## config.mk

```make
export PLATFORM = sky130hd
export DESIGN_NAME = dual_pulse_debounce_accumulator
export DESIGN_NICKNAME = d
export VERILOG_FILES = /design/src/hw/rtl/dpda_pkg.sv /design/src/hw/rtl/dual_pulse_debounce_accumulator.sv
export SDC_FILE = /design/constraint.sdc
export NUM_CORES = 1
export LEC_CHECK = 0
export BUFFER_PORTS_ARGS = -buffer_cell sky130_fd_sc_hd__buf_4
export CORE_UTILIZATION = 50
export CTS_CLUSTER_DIAMETER = 50
export DETAILED_ROUTE_END_ITERATION = 10
export PLACE_DENSITY_LB_ADDON = 0.05
export SETUP_SLACK_MARGIN = 0.15
export SLEW_MARGIN = 20
export SYNTH_ARGS = -nofsm -noshare
export SYNTH_HDL_FRONTEND = slang
export SYNTH_SLANG_ARGS = --single-unit
```

## constraint.sdc

```tcl
create_clock -name clk -period 4.8 [get_ports clk]
set_input_delay 0.96 -clock clk [delete_from_list [all_inputs] [get_ports clk]]
set_output_delay 0.96 -clock clk [all_outputs]
set_load 0.05 [all_outputs]
```

## src/hw/rtl/dpda_pkg.sv

```systemverilog
// Shared types and constants for the dual pulse debounce accumulator.
package dpda_pkg;

    localparam int unsigned STEP_W  = 3;
    localparam int unsigned TOTAL_W = 27;
    localparam int unsigned LPP_W   = 10;
    localparam int unsigned CFG_IDX_W  = 2;
    localparam int unsigned CFG_DATA_W = 27;

    // Configuration register indexes.
    localparam logic [CFG_IDX_W-1:0] REG_LITERS_PER_PULSE = 2'd0;
    localparam logic [CFG_IDX_W-1:0] REG_HOT_PRESET       = 2'd1;
    localparam logic [CFG_IDX_W-1:0] REG_COLD_PRESET      = 2'd2;

    // Input command codes.
    localparam logic CMD_POLL = 1'b0;
    localparam logic CMD_LOAD = 1'b1;

    typedef struct packed {
        logic command;
        logic hot_contact_low;
        logic cold_contact_low;
    } in_item_t;

    typedef struct packed {
        logic [TOTAL_W-1:0] hot_total;
        logic [TOTAL_W-1:0] cold_total;
        logic               hot_pulse;
        logic               cold_pulse;
        logic               hot_closed;
        logic               cold_closed;
        logic               total_wrapped;
    } out_item_t;

    // Debounce state of one channel.
    typedef struct packed {
        logic [STEP_W-1:0] step;
        logic              closed;
        logic              latched;
    } chan_t;

endpackage

```

## src/hw/rtl/dual_pulse_debounce_accumulator.sv

```systemverilog
// An accepted request's result is in the output register in the cycle after it is accepted.
// Throughput: one request per cycle while the output register is empty or draining; the channel
// update and the single add-and-wrap of each total fit between the state registers and the output register.
// A new request is taken while a result waits, provided the output register frees this cycle.
// Reset: debounce steps at the bottom, contacts open and released, totals zero,
// liters per pulse one, presets zero, no result pending.
module dual_pulse_debounce_accumulator #(
    parameter int unsigned DEBOUNCE_STEPS = 6,
    parameter int unsigned TOTAL_LIMIT    = 100000000
) (
    input  logic                                clk,
    input  logic                                rst_n,
    input  logic                                in_valid,
    output logic                                in_ready,
    input  dpda_pkg::in_item_t                  in_data,
    output logic                                out_valid,
    input  logic                                out_ready,
    output dpda_pkg::out_item_t                 out_data,
    input  logic                                cfg_valid,
    output logic                                cfg_ready,
    input  logic [dpda_pkg::CFG_IDX_W-1:0]      cfg_index,
    input  logic [dpda_pkg::CFG_DATA_W-1:0]     cfg_data
);
    import dpda_pkg::*;

    // The top debounce step, and the limit widened so that a sum of a 27-bit total and a
    // 10-bit volume can be compared and reduced without losing the carry.
    localparam int unsigned SUM_W = 33;
    localparam logic [STEP_W-1:0] STEP_TOP  = STEP_W'(DEBOUNCE_STEPS);
    localparam logic [SUM_W-1:0]  LIMIT_EXT = SUM_W'(TOTAL_LIMIT);

    // Configuration registers.
    logic [LPP_W-1:0]   lpp_reg;
    logic [TOTAL_W-1:0] hot_preset_reg;
    logic [TOTAL_W-1:0] cold_preset_reg;

    // Channel state and running totals.
    chan_t              hot_reg, hot_next;
    chan_t              cold_reg, cold_next;
    logic [TOTAL_W-1:0] hot_sum_reg, hot_sum_next;
    logic [TOTAL_W-1:0] cold_sum_reg, cold_sum_next;

    // Output register.
    logic               out_valid_reg;
    out_item_t          out_data_reg, out_data_next;

    logic               in_accept;
    logic               hot_wrap, cold_wrap;
    logic               hot_pulse, cold_pulse;
    logic [TOTAL_W-1:0] hot_added, cold_added;

    // One poll of a channel's debounce: the step climbs while the contact is closed and
    // falls while it is open. The state only changes on a sample taken at the end step,
    // and the latch follows the state so that each closure is counted once.
    function automatic chan_t poll_chan(input chan_t cur, input logic contact);
        chan_t nxt;
        nxt = cur;
        if (contact)
        begin
            if (cur.step >= STEP_TOP)
                nxt.closed = 1'b1;
            else
                nxt.step = cur.step + STEP_W'(1);
        end
        else
        begin
            if (cur.step == '0)
                nxt.closed = 1'b0;
            else
                nxt.step = cur.step - STEP_W'(1);
        end
        nxt.latched = nxt.closed;
        return nxt;
    endfunction

    // Add one pulse's volume and wrap once at the limit; the top bit flags a wrap.
    function automatic logic [TOTAL_W:0] add_wrap(input logic [TOTAL_W-1:0] sum,
                                                  input logic [LPP_W-1:0]   lpp);
        logic [SUM_W-1:0] s;
        logic             wrapped;
        s = SUM_W'(sum) + SUM_W'(lpp);
        wrapped = (s >= LIMIT_EXT);
        if (wrapped)
            s = s - LIMIT_EXT;
        return {wrapped, s[TOTAL_W-1:0]};
    endfunction

    // The output register takes a new result whenever it is empty or being drained.
    assign in_ready  = !out_valid_reg || out_ready;
    assign in_accept = in_valid && in_ready;
    assign cfg_ready = 1'b1;
    assign out_valid = out_valid_reg;
    assign out_data  = out_data_reg;

    assign {hot_wrap, hot_added}   = add_wrap(hot_sum_reg, lpp_reg);
    assign {cold_wrap, cold_added} = add_wrap(cold_sum_reg, lpp_reg);

    always_comb
    begin
        hot_next      = hot_reg;
        cold_next     = cold_reg;
        hot_sum_next  = hot_sum_reg;
        cold_sum_next = cold_sum_reg;
        hot_pulse     = 1'b0;
        cold_pulse    = 1'b0;
        out_data_next = '0;

        if (in_data.command == CMD_LOAD)
        begin
            // A load replaces both totals and leaves the debounce state alone.
            hot_sum_next  = hot_preset_reg;
            cold_sum_next = cold_preset_reg;
        end
        else
        begin
            hot_next  = poll_chan(hot_reg, in_data.hot_contact_low);
            cold_next = poll_chan(cold_reg, in_data.cold_contact_low);
            // A pulse is a rising edge of the debounced state, seen as a fresh latch.
            hot_pulse  = hot_next.latched && !hot_reg.latched;
            cold_pulse = cold_next.latched && !cold_reg.latched;
            if (hot_pulse)
                hot_sum_next = hot_added;
            if (cold_pulse)
                cold_sum_next = cold_added;
        end

        out_data_next.hot_total     = hot_sum_next;
        out_data_next.cold_total    = cold_sum_next;
        out_data_next.hot_pulse     = hot_pulse;
        out_data_next.cold_pulse    = cold_pulse;
        out_data_next.hot_closed    = hot_next.closed;
        out_data_next.cold_closed   = cold_next.closed;
        out_data_next.total_wrapped = (hot_pulse && hot_wrap) || (cold_pulse && cold_wrap);
    end

    // Configuration writes; an index past the register list is dropped.
    always_ff @(posedge clk or negedge rst_n)
    begin
        if (!rst_n)
        begin
            lpp_reg         <= LPP_W'(1);
            hot_preset_reg  <= '0;
            cold_preset_reg <= '0;
        end
        else if (cfg_valid)
        begin
            unique case (cfg_index)
                REG_LITERS_PER_PULSE: lpp_reg         <= cfg_data[LPP_W-1:0];
                REG_HOT_PRESET:       hot_preset_reg  <= cfg_data[TOTAL_W-1:0];
                REG_COLD_PRESET:      cold_preset_reg <= cfg_data[TOTAL_W-1:0];
                default:              ;
            endcase
        end
    end

    // Channel state and totals advance on each accepted request.
    always_ff @(posedge clk or negedge rst_n)
    begin
        if (!rst_n)
        begin
            hot_reg      <= '0;
            cold_reg     <= '0;
            hot_sum_reg  <= '0;
            cold_sum_reg <= '0;
        end
        else if (in_accept)
        begin
            hot_reg      <= hot_next;
            cold_reg     <= cold_next;
            hot_sum_reg  <= hot_sum_next;
            cold_sum_reg <= cold_sum_next;
        end
    end

    // Output register: holds its result until the consumer takes it.
    always_ff @(posedge clk or negedge rst_n)
    begin
        if (!rst_n)
            out_valid_reg <= 1'b0;
        else if (in_accept)
            out_valid_reg <= 1'b1;
        else if (out_ready)
            out_valid_reg <= 1'b0;
    end

    always_ff @(posedge clk)
    begin
        if (in_accept)
            out_data_reg <= out_data_next;
    end

endmodule
```

==> results.tsv, run 1 <==
stage	metric	value	unit
status	status	finished, final reports clean	
yosys	EDFF count, synth	59	
yosys	Synth warnings	0	
clock_network	# clock sinks	188	
floorplanning	initial core utilization	0.5133	
floorplanning	die area	0.02407	mm2
clock_network	Max clock buf depth	2	
floorplanning	die height	155.2	um
critical_path	Arrival @ worst endpoint	4910	ps
floorplanning	standard-cell rows	55	
yosys	post-synthesis net count	1298	
min_path	Hold Path Class	flip-flop to flip-flop	
critical_path	reg2reg end	cold_sum_reg[8]$_DFFE_PN0P_	
floorplanning	Die W	155.2	um
final_layout	commonest cells after routing, fill and taps aside	nand2_1, buf_4, dfrtp_1	
min_path	Min-Delay Path Depth	1	
final_layout	layout cells sized above 1	0.2502	
yosys	Synth Instances	1233	
clock_network	CTS tree	yes	
route	Detail Route Antenna Nets	0	
clock_network	H-Tree Level Count	4	
clock_network	clk root buf	clkbuf_16	
yosys	synthesized area	0.01173	mm2
critical_path	WS Path Type	flip-flop to flip-flop	
route	DRT Pass-1 Iters	5	
placed_design	final HPWL from detailed placement	23560	um
final_layout	n_diodes	0	
global_route	GRT Resource Usage Total	0.2847	
placed_design	routability cong.	0.9416	
sta	PnR worst setup slack	222.5	ps
global_route	number of global-route vias before repair	9540	
critical_path	CP endpoint kind	flip-flop	
clock_network	Num CTS Buffers	17	
final_layout	nets	1407	
sta	Pins Over Slew Limit	0	
critical_path	r2r setup slk	220	ps
sta	highest clock rate	218.5	MHz
final_layout	commonest non-fill, non-tap cell in the layout	nand2_1	
critical_path	worst reg2reg startpoint	lpp_reg[2]$_DFFE_PN0P_	
route	drt drc	0	
critical_path	cells on worst reg2reg path	25	
floorplanning	core area	0.02285	mm2
placed_design	port bufs	97	
route	Avg WL per Cell	20.13	um
sta	Slew @ Worst Pin	894.7	ps
route	vias per cell	5.938	
clock_network	Post-CTS Hold Fix Bufs	0	
power_and_ir_drop	Leak Pwr	5.622	nW
final_layout	Largest register FFs	59	
sta	Setup TNS Final	0	ps
yosys	FFs w/ async S/R, synth	0.6862	
sta	skew final	15.82	ps
sta	RSZ-0062 raised after global routing	true	
sta	WHS	507.0	ps
critical_path	Slowest cell on crit path	dfrtp_1	
sta	min Tclk post-route	4577	ps
final_layout	area grow syn2layout	18.18	%
yosys	synth unique cells	91	
sta	final hold viol count	0	
route	vias after detailed routing	9904	
power_and_ir_drop	PD cells	469.2	mW/mm2
route	1st-iter DRT viols	668	
clock_network	CTS clk-pin slew, worst paths	80	ps
flow_run	maxcap violations	0	
critical_path	Buf/Inv on CP	12	
floorplanning	I/O pin total	99	
global_route	first-pass GRT wire length	52430	um
power_and_ir_drop	worst vdd ir	0.2426	mV
critical_path	slowest stage delay, CP	420	ps
placed_design	dpl ws	-58.57	ps
min_path	Endpoint, Worst Hold	cold_preset_reg[26]$_DFFE_PN0P_	
sta	Rel. slew slack	0.4013	
route	DRT Wirelength	33580	um
yosys	Synth Flop Type	dfrtp_1	
global_route	largest net degree at the start of global routing	83	
yosys	sequential cell area fraction in the yosys report	0.4264	
critical_path	Critical Path Fanout Max	7	
critical_path	delay-heaviest family, CP	buffers and inverters	
critical_path	worst endpoint required time	5130	ps
yosys	Avg Cell Area, Syn	9.511	um2
sta	final-report setup violation count	0	
critical_path	CP startpoint kind	flip-flop	
clock_network	clk_lat worst skew	440	ps
yosys	Seq cells post-synth	188	
global_route	initial antenna violation count	0	
min_path	Hold Startpoint	cold_preset_reg[26]$_DFFE_PN0P_	
sta	period utilization	0.9536	
global_route	grt total ovfl	0	
==> power breakdown <==
group	switching, W	leakage (nW)	internal [W]
logic	0.00163	3.22	0.00117
registers	0.000341	2.12	0.00198
clock network	0.000687	0.277	0.000702
total	0.00265	5.62	0.00385
==> cell families after synthesis <==
group,synth area share
simple gates,0.1669
compound gates,0.1811
flops,0.4264
buf+inv,0.03862
mux,0.09687
xor+xnor,0.05740
fa+ha+maj,0.03243
other cells,0.0003198
==> worst max-delay path by stage <==
stage                                      from                            to  slack (ps)  depth (start not counted)
floorplan                lpp_reg[0]$_DFFE_PN1P_        out_data[29]$_DFFE_PP_         340                         20
global placement         lpp_reg[0]$_DFFE_PN1P_  cold_sum_reg[10]$_DFFE_PN0P_         130                         21
detailed placement       lpp_reg[0]$_DFFE_PN1P_  cold_sum_reg[10]$_DFFE_PN0P_         -60                         21
CTS                      lpp_reg[0]$_DFFE_PN1P_        out_data[29]$_DFFE_PP_         180                         21
global route        cold_sum_reg[0]$_DFFE_PN0P_        out_data[23]$_DFFE_PP_          30                         26
finish                   lpp_reg[2]$_DFFE_PN0P_   cold_sum_reg[8]$_DFFE_PN0P_         220                         25
==> repair_timing <==
action | in CTS | in global routing
pin swaps | 2 | 29
gates cloned | 0 | 0
setup endpoints to repair | 13 | 57
setup buffers | 13 | 10
gates resized for setup | 5 | 47
==> synthesized netlist by cell type (27+ instances only) <==
library cell,n,area (um2)
a21oi_1,67,335.3
nand3_1,27,135.1
edfxtp_1,59,1772
nor2_1,82,307.8
o21ai_0,64,320.3
xor2_1,30,262.8
dfrtp_1,128,3203
mux2i_1,28,280.3
clkbuf_1,57,214.0
inv_1,32,120.1
xnor2_1,45,394.1
mux2_2,76,855.8
nand2_1,167,626.9
nor3_1,28,140.1
==> cell type report <==
| cell class | count | area, um2 |
|---|---|---|
| clock buffer | 19 | 442.9 |
| fill | 2014 | 8987 |
| clock inverter | 13 | 118.9 |
| tap | 313 | 391.6 |
| timing repair buffer | 167 | 1304 |
| inverter | 34 | 132.6 |
| sequential | 188 | 5001 |
| multi-input combinational | 934 | 6469 |
==> stage by stage <==
| step | instance area (um2) | power, W | std cells | utilization |
|---|---|---|---|---|
| finish | 13860 | 0.006502 | 1668 | 0.6066 |
| floorplan | 11730 | 0.004111 | 1233 | - |
| global route | 13860 | 0.006878 | 1668 | 0.6066 |
| detailed placement | 12900 | 0.004864 | 1613 | 0.5645 |
| CTS | 13570 | 0.006311 | 1658 | 0.5939 |
| global placement | 12900 | 0.004841 | 1613 | 0.5645 |
==> metal layers <==
| metal | track usage | vias to the layer above | part of all wire | wire (um) |
|---|---|---|---|---|
| met5 | 0 | - | 0 | 0 |
| met4 | 0.1023 | 0 | 0.030 | 994 |
| met3 | 0.04652 | 48 | 0.051 | 1719 |
| met2 | 0.4520 | 312 | 0.46 | 15410 |
| met1 | 0.3935 | 4838 | 0.46 | 15460 |
| li1 | - | 4706 | - | - |
==> worst register-to-register path, cell delays in order, from the launching register on <==
cell     delay, ps
dfrtp_1        420
ha_1           380
nor2b_4        160
buf_4          130
buf_6          100
buf_6          100
buf_6          100
buf_6          100
buf_4          120
buf_4          120
buf_4          120
buf_4          120
buf_4          120
o21a_1         190
nor2_2         140
xnor2_2         90
or3_4          410
nor4_4         190
a41o_1         290
o21ai_4        130
buf_6          170
buf_6          120
xnor2_2        130
mux2i_1        130
o21ai_1        100
mux2_4         280
Power figures use the tool's default switching activity.
==> run 2: changes to the inputs <==
--- a/config.mk
+++ b/config.mk
@@ -6,10 +6,11 @@
 export NUM_CORES = 1
 export LEC_CHECK = 0
 export BUFFER_PORTS_ARGS = -buffer_cell sky130_fd_sc_hd__buf_4
+export CORE_MARGIN = 2
 export CORE_UTILIZATION = 50
 export CTS_CLUSTER_DIAMETER = 50
 export DETAILED_ROUTE_END_ITERATION = 10
-export PLACE_DENSITY_LB_ADDON = 0.05
+export PLACE_DENSITY = 0.79
 export SETUP_SLACK_MARGIN = 0.15
 export SLEW_MARGIN = 20
 export SYNTH_ARGS = -nofsm -noshare
==> constraint.sdc (replaced) <==
create_clock -name clk -period 4.64 [get_ports clk]
set_input_delay 0.928 -clock clk [delete_from_list [all_inputs] [get_ports clk]]
set_output_delay 0.928 -clock clk [all_outputs]
set_load 0.05 [all_outputs]
==> results.tsv, run 2 (same netlist as run 1, synthesis figures left out) <==
stage	metric	value	unit	change
route	DRT Pass-1 Iters	5		unchanged
critical_path	WS Path Type	flip-flop to flip-flop		unchanged
final_layout	area grow syn2layout	21.69	%	was 18.18%
route	vias after detailed routing	10258		was 9904
power_and_ir_drop	combinational fraction of design power	0.440		was 0.430
critical_path	worst reg2reg startpoint	lpp_reg[0]$_DFFE_PN1P_		was lpp_reg[2]$_DFFE_PN0P_
floorplanning	core area	0.02326	mm2	was 0.02285 mm2
floorplanning	initial core utilization	0.5041		was 0.5133
sta	min Tclk post-route	4633	ps	was 4577 ps
sta	Slew @ Worst Pin	1078	ps	was 894.7 ps
sta	RSZ-0062 raised after global routing	true		unchanged
global_route	largest net degree at the start of global routing	114		was 83
global_route	first-pass GRT wire length	51290	um	was 52430 um
sta	final-report setup violation count	0		unchanged
floorplanning	standard-cell rows	56		was 55
final_layout	nets	1417		was 1407
critical_path	CP startpoint	lpp_reg[0]$_DFFE_PN1P_		was lpp_reg[2]$_DFFE_PN0P_
clock_network	H-Tree Level Count	4		unchanged
power_and_ir_drop	Design Power	0.007111	W	was 0.006502 W
clock_network	# clock sinks	188		unchanged
global_route	number of global-route vias before repair	9617		was 9540
route	DRT Wirelength	33840	um	was 33580 um
critical_path	Critical Path Fanout Max	6		was 7
route	1st-iter DRT viols	834		was 668
power_and_ir_drop	PD cells	498.3	mW/mm2	was 469.2 mW/mm2
global_route	initial antenna violation count	2		was 0
route	Avg WL per Cell	20.07	um	was 20.13 um
global_route	grt total ovfl	0		unchanged
sta	skew final	10.97	ps	was 15.82 ps
clock_network	clk_lat worst skew	440	ps	about the same
route	vias per cell	6.084		was 5.938
placed_design	Placed Area	0.01296	mm2	was 0.01290 mm2
sta	highest clock rate	215.9	MHz	was 218.5 MHz
clock_network	CTS clk-pin slew, worst paths	70	ps	was 80 ps
critical_path	CP startpoint kind	flip-flop		unchanged
critical_path	slowest stage delay, CP	590	ps	was 420 ps
power_and_ir_drop	sw frac	0.3974		was 0.4081
power_and_ir_drop	worst vdd ir	0.2808	mV	was 0.2426 mV
critical_path	CP endpoint kind	flip-flop		unchanged
power_and_ir_drop	Leak Pwr	5.743	nW	was 5.622 nW
final_layout	layout cells sized above 1	0.2733		was 0.2502
placed_design	final HPWL from detailed placement	22650	um	was 23560 um
global_route	GRT Resource Usage Total	0.2676		was 0.2847
critical_path	critical-path cell list	ha_4 -> inv_2 -> fa_2 -> nor2b_2 -> o2111a_1 -> o31ai_2 -> a211o_1 -> o211a_1 -> buf_6 -> ha_4 -> inv_2 -> nor3_2 -> o21ai_1 -> mux2i_1 -> or4b_4 -> o221ai_4 -> o21ai_4 -> buf_6 -> or2_4 -> xnor2_2 -> o311ai_1 -> a31o_1		
final_layout	post-route cell area	0.01427	mm2	was 0.01386 mm2
floorplanning	Die W	157.2	um	was 155.2 um
final_layout	commonest cells after routing, fill and taps aside	nand2_1, buf_4, dfrtp_1		unchanged
power_and_ir_drop	Seq pwr share	0.340		was 0.357
sta	Pins Over Slew Limit	0		unchanged
power_and_ir_drop	Switch Pwr	0.002826	W	was 0.002654 W
placed_design	routability cong.	0.9444		was 0.9416
sta	Rel. slew slack	0.2784		was 0.4013
power_and_ir_drop	Clk pwr share	0.220		was 0.214
final_layout	Largest register FFs	59		unchanged
clock_network	clk root buf	clkbuf_16		unchanged
power_and_ir_drop	Int Pwr	0.004286	W	was 0.003849 W
clock_network	CTS tree	yes		unchanged
route	Detail Route Antenna Nets	0		unchanged
route	drt drc	0		unchanged
critical_path	Slowest cell on crit path	dfstp_2		was dfrtp_1
sta	period utilization	0.9984		was 0.9536
final_layout	commonest non-fill, non-tap cell in the layout	nand2_1		unchanged
critical_path	Arrival @ worst endpoint	4950	ps	was 4910 ps
floorplanning	die height	157.2	um	was 155.2 um
clock_network	Num CTS Buffers	17		unchanged
floorplanning	die area	0.02470	mm2	was 0.02407 mm2
min_path	Hold Path Class	primary input to asynchronous set/reset pin		was flip-flop to flip-flop
clock_network	Max clock buf depth	2		unchanged
sta	final hold viol count	0		unchanged
status	status	finished, final reports clean		unchanged
final_layout	fin util	0.6135		was 0.6066
critical_path	worst endpoint required time	4960	ps	was 5130 ps
flow_run	maxcap violations	0		unchanged
placed_design	port bufs	97		unchanged
floorplanning	I/O pin total	99		unchanged
[run 2: changes by cell type in the layout (fill, tap and decap cells not counted), sizes merged]
cell      change
buf           +9
inv           -7
clkbuf        +4
bufinv        +3
diode         +2
clkinv        +1
clkinvlp      -1
o21ai         +1
[run 2: final timing paths]
path	endpoint	cells past startpoint	slack [ps]
max in group asynchronous	lpp_reg[4]$_DFFE_PN0P_	2	3320
min in group clk	hot_reg[0]$_DFFE_PN0P_	1	500
max reg2reg	cold_sum_reg[10]$_DFFE_PN0P_	22	7
min	hot_reg[3]$_DFFE_PN0P_	1	380
min reg2reg	hot_reg[0]$_DFFE_PN0P_	1	500
max	cold_sum_reg[10]$_DFFE_PN0P_	22	7
[run 2: power groups by stage]
stage | logic, W | registers [W] | clock network (W)
4_1_cts | 0.00272 | 0.00240 | 0.00158
3_3_place_gp | 0.00258 | 0.00241 | 0
3_5_place_dp | 0.00263 | 0.00243 | 0
5_1_grt | 0.00337 | 0.00245 | 0.00165
6_report | 0.00313 | 0.00242 | 0.00157
2_1_floorplan | 0.00180 | 0.00245 | 0
[run 2: per-layer routing]
metal	wire (um)	up-vias	share of wire	GRT usage
met3	2246	80	0.066	0.03937
met1	14530	5018	0.43	0.3669
met5	0	-	0	0
met2	16000	437	0.47	0.4323
met4	1059	0	0.031	0.09957
li1	-	4723	-	-
[run 2: repair_timing]
| item | CTS | global route |
|---|---|---|
| cloned | 0 | 1 |
| hold buffers | 0 | 0 |
| pin swaps | 10 | 60 |
| resized for setup | 21 | 91 |
| setup endpoints to repair | 39 | 69 |
| setup buffers | 1 | 25 |
[run 2: critical path: cells and delay by family, from the launching register on]
family | cells | cell delay (ps)
AND/OR/NAND/NOR | 4 | 990
adder cells (fa/ha/maj) | 3 | 670
AO/OA/AOI/OAI | 9 | 1560
multiplexers | 1 | 110
buffers and inverters | 4 | 410
flip-flops | 1 | 590
XOR/XNOR | 1 | 190
[run 2: layout make-up]
| cell class | instances | area [um2] |
|---|---|---|
| multi-input combinational | 935 | 6723 |
| sequential | 188 | 5002 |
| fill | 1936 | 8991 |
| antenna | 2 | 5.005 |
| timing repair buffer | 176 | 1388 |
| clock buffer | 23 | 490.5 |
| clock inverter | 9 | 131.4 |
| tap | 319 | 399.1 |
| inverter | 34 | 132.6 |
[run 2: through the flow]
step / cells / setup TNS, ps / hold WS (ps) / setup WS [ps]
6_report: 1686 / 0 / 378.0 / 7.309
3_3_place_gp: 1625 / 0 / 476.9 / 61.35
3_5_place_dp: 1625 / -80.65 / 489.7 / -72.68
5_1_grt: 1684 / -1726 / 385.6 / -137.6
2_1_floorplan: 1233 / 0 / 464.8 / 181.4
4_1_cts: 1658 / 0 / 376.2 / 124.2
==> run 3: changes to the inputs <==
--- a/config.mk
+++ b/config.mk
@@ -6,6 +6,7 @@
 export NUM_CORES = 1
 export LEC_CHECK = 0
 export BUFFER_PORTS_ARGS = -buffer_cell sky130_fd_sc_hd__buf_4
+export CORE_ASPECT_RATIO = 0.75
 export CORE_MARGIN = 2
 export CORE_UTILIZATION = 50
 export CTS_CLUSTER_DIAMETER = 50
@@ -16,3 +17,4 @@
 export SYNTH_ARGS = -nofsm -noshare
 export SYNTH_HDL_FRONTEND = slang
 export SYNTH_SLANG_ARGS = --single-unit
+export TNS_END_PERCENT = 10
==> results.tsv, run 3 (same netlist as run 1, synthesis figures left out) <==
stage	metric	value	unit	change
status	status	finished, final reports clean		unchanged
global_route	initial antenna violation count	0		was 2
placed_design	dpl ws	-26.29	ps	was -72.68 ps
clock_network	clk_lat worst skew	450	ps	was 440 ps
route	DRT Wirelength	34510	um	was 33840 um
critical_path	Arrival @ worst endpoint	4680	ps	was 4950 ps
critical_path	CP most frequent cell	ha_4		
final_layout	area grow syn2layout	19.19	%	was 21.69%
clock_network	Num CTS Buffers	17		unchanged
min_path	Hold Path Class	flip-flop to flip-flop		was primary input to asynchronous set/reset pin
sta	final-report setup violation count	0		unchanged
final_layout	post-route cell area	0.01398	mm2	was 0.01427 mm2
critical_path	CP endpoint kind	flip-flop		unchanged
floorplanning	core area	0.02300	mm2	was 0.02326 mm2
sta	RSZ-0062 raised after global routing	true		unchanged
global_route	first-pass GRT wire length	53170	um	was 51290 um
critical_path	Critical Path Fanout Max	4		was 6
critical_path	Slowest cell on crit path	dfstp_2		unchanged
clock_network	H-Tree Level Count	4		unchanged
flow_run	maxcap violations	0		unchanged
critical_path	critical-path cell list	ha_4 -> inv_1 -> fa_2 -> nor2b_2 -> o2111a_1 -> o31ai_2 -> a211o_1 -> o211a_4 -> ha_4 -> inv_2 -> nor3_1 -> o21ai_1 -> mux2i_1 -> or4b_4 -> o221ai_4 -> buf_6 -> o211ai_1 -> xor2_1 -> nand2_1 -> xnor2_1 -> o21ai_0		was ha_4 -> inv_2 -> fa_2 -> nor2b_2 -> o2111a_1 -> o31ai_2 -> a211o_1 -> o211a_1 -> buf_6 -> ha_4 -> inv_2 -> nor3_2 -> o21ai_1 -> mux2i_1 -> or4b_4 -> o221ai_4 -> o21ai_4 -> buf_6 -> or2_4 -> xnor2_2 -> o311ai_1 -> a31o_1
floorplanning	standard-cell rows	48		was 56
sta	WHS	503.5	ps	was 378.0 ps
critical_path	slowest stage delay, CP	570	ps	was 590 ps
floorplanning	die area	0.02471	mm2	was 0.02470 mm2
power_and_ir_drop	sw frac	0.4049		was 0.3974
sta	final hold viol count	0		unchanged
power_and_ir_drop	Clk pwr share	0.216		was 0.220
power_and_ir_drop	combinational fraction of design power	0.435		was 0.440
final_layout	fin cells	1669		was 1686
global_route	GRT Resource Usage Total	0.2766		was 0.2676
sta	PnR worst setup slack	147.4	ps	was 7.309 ps
global_route	largest net degree at the start of global routing	75		was 114
final_layout	Fillers	1875		was 1936
route	Avg WL per Cell	20.67	um	was 20.07 um
sta	Pins Over Slew Limit	0		unchanged
route	drt drc	0		unchanged
route	1st-iter DRT viols	1052		was 834
clock_network	CTS clk-pin slew, worst paths	70	ps	about the same
clock_network	CTS tree	yes		unchanged
global_route	grt total ovfl	0		unchanged
final_layout	nets	1421		was 1417
placed_design	routability cong.	0.9548		was 0.9444
critical_path	worst endpoint required time	4820	ps	was 4960 ps
floorplanning	Die W	180.8	um	was 157.2 um
route	DRT Pass-1 Iters	5		unchanged
final_layout	Largest register FFs	59		unchanged
sta	Slew @ Worst Pin	1113	ps	was 1078 ps
clock_network	Post-CTS Hold Fix Bufs	0		unchanged
placed_design	DP Cell Count	1613		was 1625
final_layout	commonest non-fill, non-tap cell in the layout	buf_4		was nand2_1
final_layout	layout cells sized above 1	0.2593		was 0.2733
placed_design	Placed Area	0.01297	mm2	was 0.01296 mm2
route	vias after detailed routing	10365		was 10258
floorplanning	die height	136.6	um	was 157.2 um
clock_network	clk root buf	clkbuf_16		unchanged
power_and_ir_drop	Leak Pwr	5.668	nW	was 5.743 nW
placed_design	final HPWL from detailed placement	23980	um	was 22650 um
power_and_ir_drop	PD cells	494.1	mW/mm2	was 498.3 mW/mm2
sta	min Tclk post-route	4493	ps	was 4633 ps
floorplanning	initial core utilization	0.5098		was 0.5041
sta	period utilization	0.9682		was 0.9984
power_and_ir_drop	Seq pwr share	0.349		was 0.340
route	vias per cell	6.210		was 6.084
power_and_ir_drop	Switch Pwr	0.002797	W	was 0.002826 W
placed_design	port bufs	97		unchanged
sta	highest clock rate	222.6	MHz	was 215.9 MHz
power_and_ir_drop	Design Power	0.006907	W	was 0.007111 W
global_route	number of global-route vias before repair	9523		was 9617
final_layout	n_diodes	0		was 2
critical_path	CP startpoint kind	flip-flop		unchanged
final_layout	commonest cells after routing, fill and taps aside	buf_4, nand2_1, dfrtp_1		was nand2_1, buf_4, dfrtp_1
clock_network	# clock sinks	188		unchanged
clock_network	Max clock buf depth	2		unchanged
power_and_ir_drop	Int Pwr	0.004111	W	was 0.004286 W
floorplanning	I/O pin total	99		unchanged
power_and_ir_drop	worst vdd ir	0.3107	mV	was 0.2808 mV
sta	skew final	11.49	ps	was 10.97 ps
critical_path	WS Path Type	flip-flop to flip-flop		unchanged
route	Detail Route Antenna Nets	0		unchanged
sta	Rel. slew slack	0.2551		was 0.2784
## run 3: area by class of cell
cell class                 count  area [um2]  share of cell area
multi-input combinational    935        6507              0.4655
tap                          300       375.4             0.02685
timing repair buffer         180        1379             0.09864
clock inverter                13       142.6             0.01020
clock buffer                  19       442.9             0.03169
sequential                   188        5001              0.3578
inverter                      34       130.1            0.009309
## run 3: routing by layer
metal  wire length (um)  share of wire  global-route usage  vias up
li1                   -              -                   -     4738
met1              16120           0.47              0.4123     5129
met2              15240           0.44              0.4149      450
met3               2438          0.071             0.04710       48
met4                701          0.020             0.07975        0
met5                  0              0                   0        -
## run 3: stage by stage
step	TNS, ps	utilization
after floorplan	0	-
after global placement	0	0.5640
after detailed placement	-26.29	0.5640
after CTS	0	0.5966
after global routing	-220.4	0.6077
final	0	0.6077
## run 3: repair_timing
item | 4_1_cts | 5_1_grt
setup buffers | 12 | 11
gates resized for setup | 16 | 39
pin swaps | 8 | 33
endpoints found under the hold margin | 0 | 0
endpoints found under the setup margin | 26 | 64
gates cloned | 0 | 1
## run 3: path summary, 6_finish.rpt
path	cells after the start	startpoint	slack (ps)	end
max in group asynchronous	2	rst_n	3110	lpp_reg[0]$_DFFE_PN1P_
setup reg to reg	21	lpp_reg[0]$_DFFE_PN1P_	150	out_data[23]$_DFFE_PP_
hold reg to reg	1	hot_reg[0]$_DFFE_PN0P_	500	hot_reg[0]$_DFFE_PN0P_
setup / recovery	21	lpp_reg[0]$_DFFE_PN1P_	150	out_data[23]$_DFFE_PP_
hold / removal	1	hot_reg[0]$_DFFE_PN0P_	500	hot_reg[0]$_DFFE_PN0P_
min in group asynchronous	1	rst_n	610	cold_preset_reg[20]$_DFFE_PN0P_
## run 3: power groups by stage
stage          registers, W  logic [W]  clock network, W
2_1_floorplan       0.00245    0.00180                 0
3_3_place_gp        0.00241    0.00264                 0
3_5_place_dp        0.00243    0.00270                 0
4_1_cts             0.00240    0.00280           0.00150
5_1_grt             0.00245    0.00324           0.00156
6_report            0.00241    0.00300           0.00149
## run 3: worst max-delay path: cells and delay by family, from the launching register on
kind | cells | cell delay (ps)
xor gates and xnor gates | 2 | 400
adders and majority gates | 3 | 690
buffers and inverters | 3 | 260
AOI/OAI and AO/OA | 8 | 1320
DFF | 1 | 570
and+or+nand+nor | 4 | 870
muxes | 1 | 110
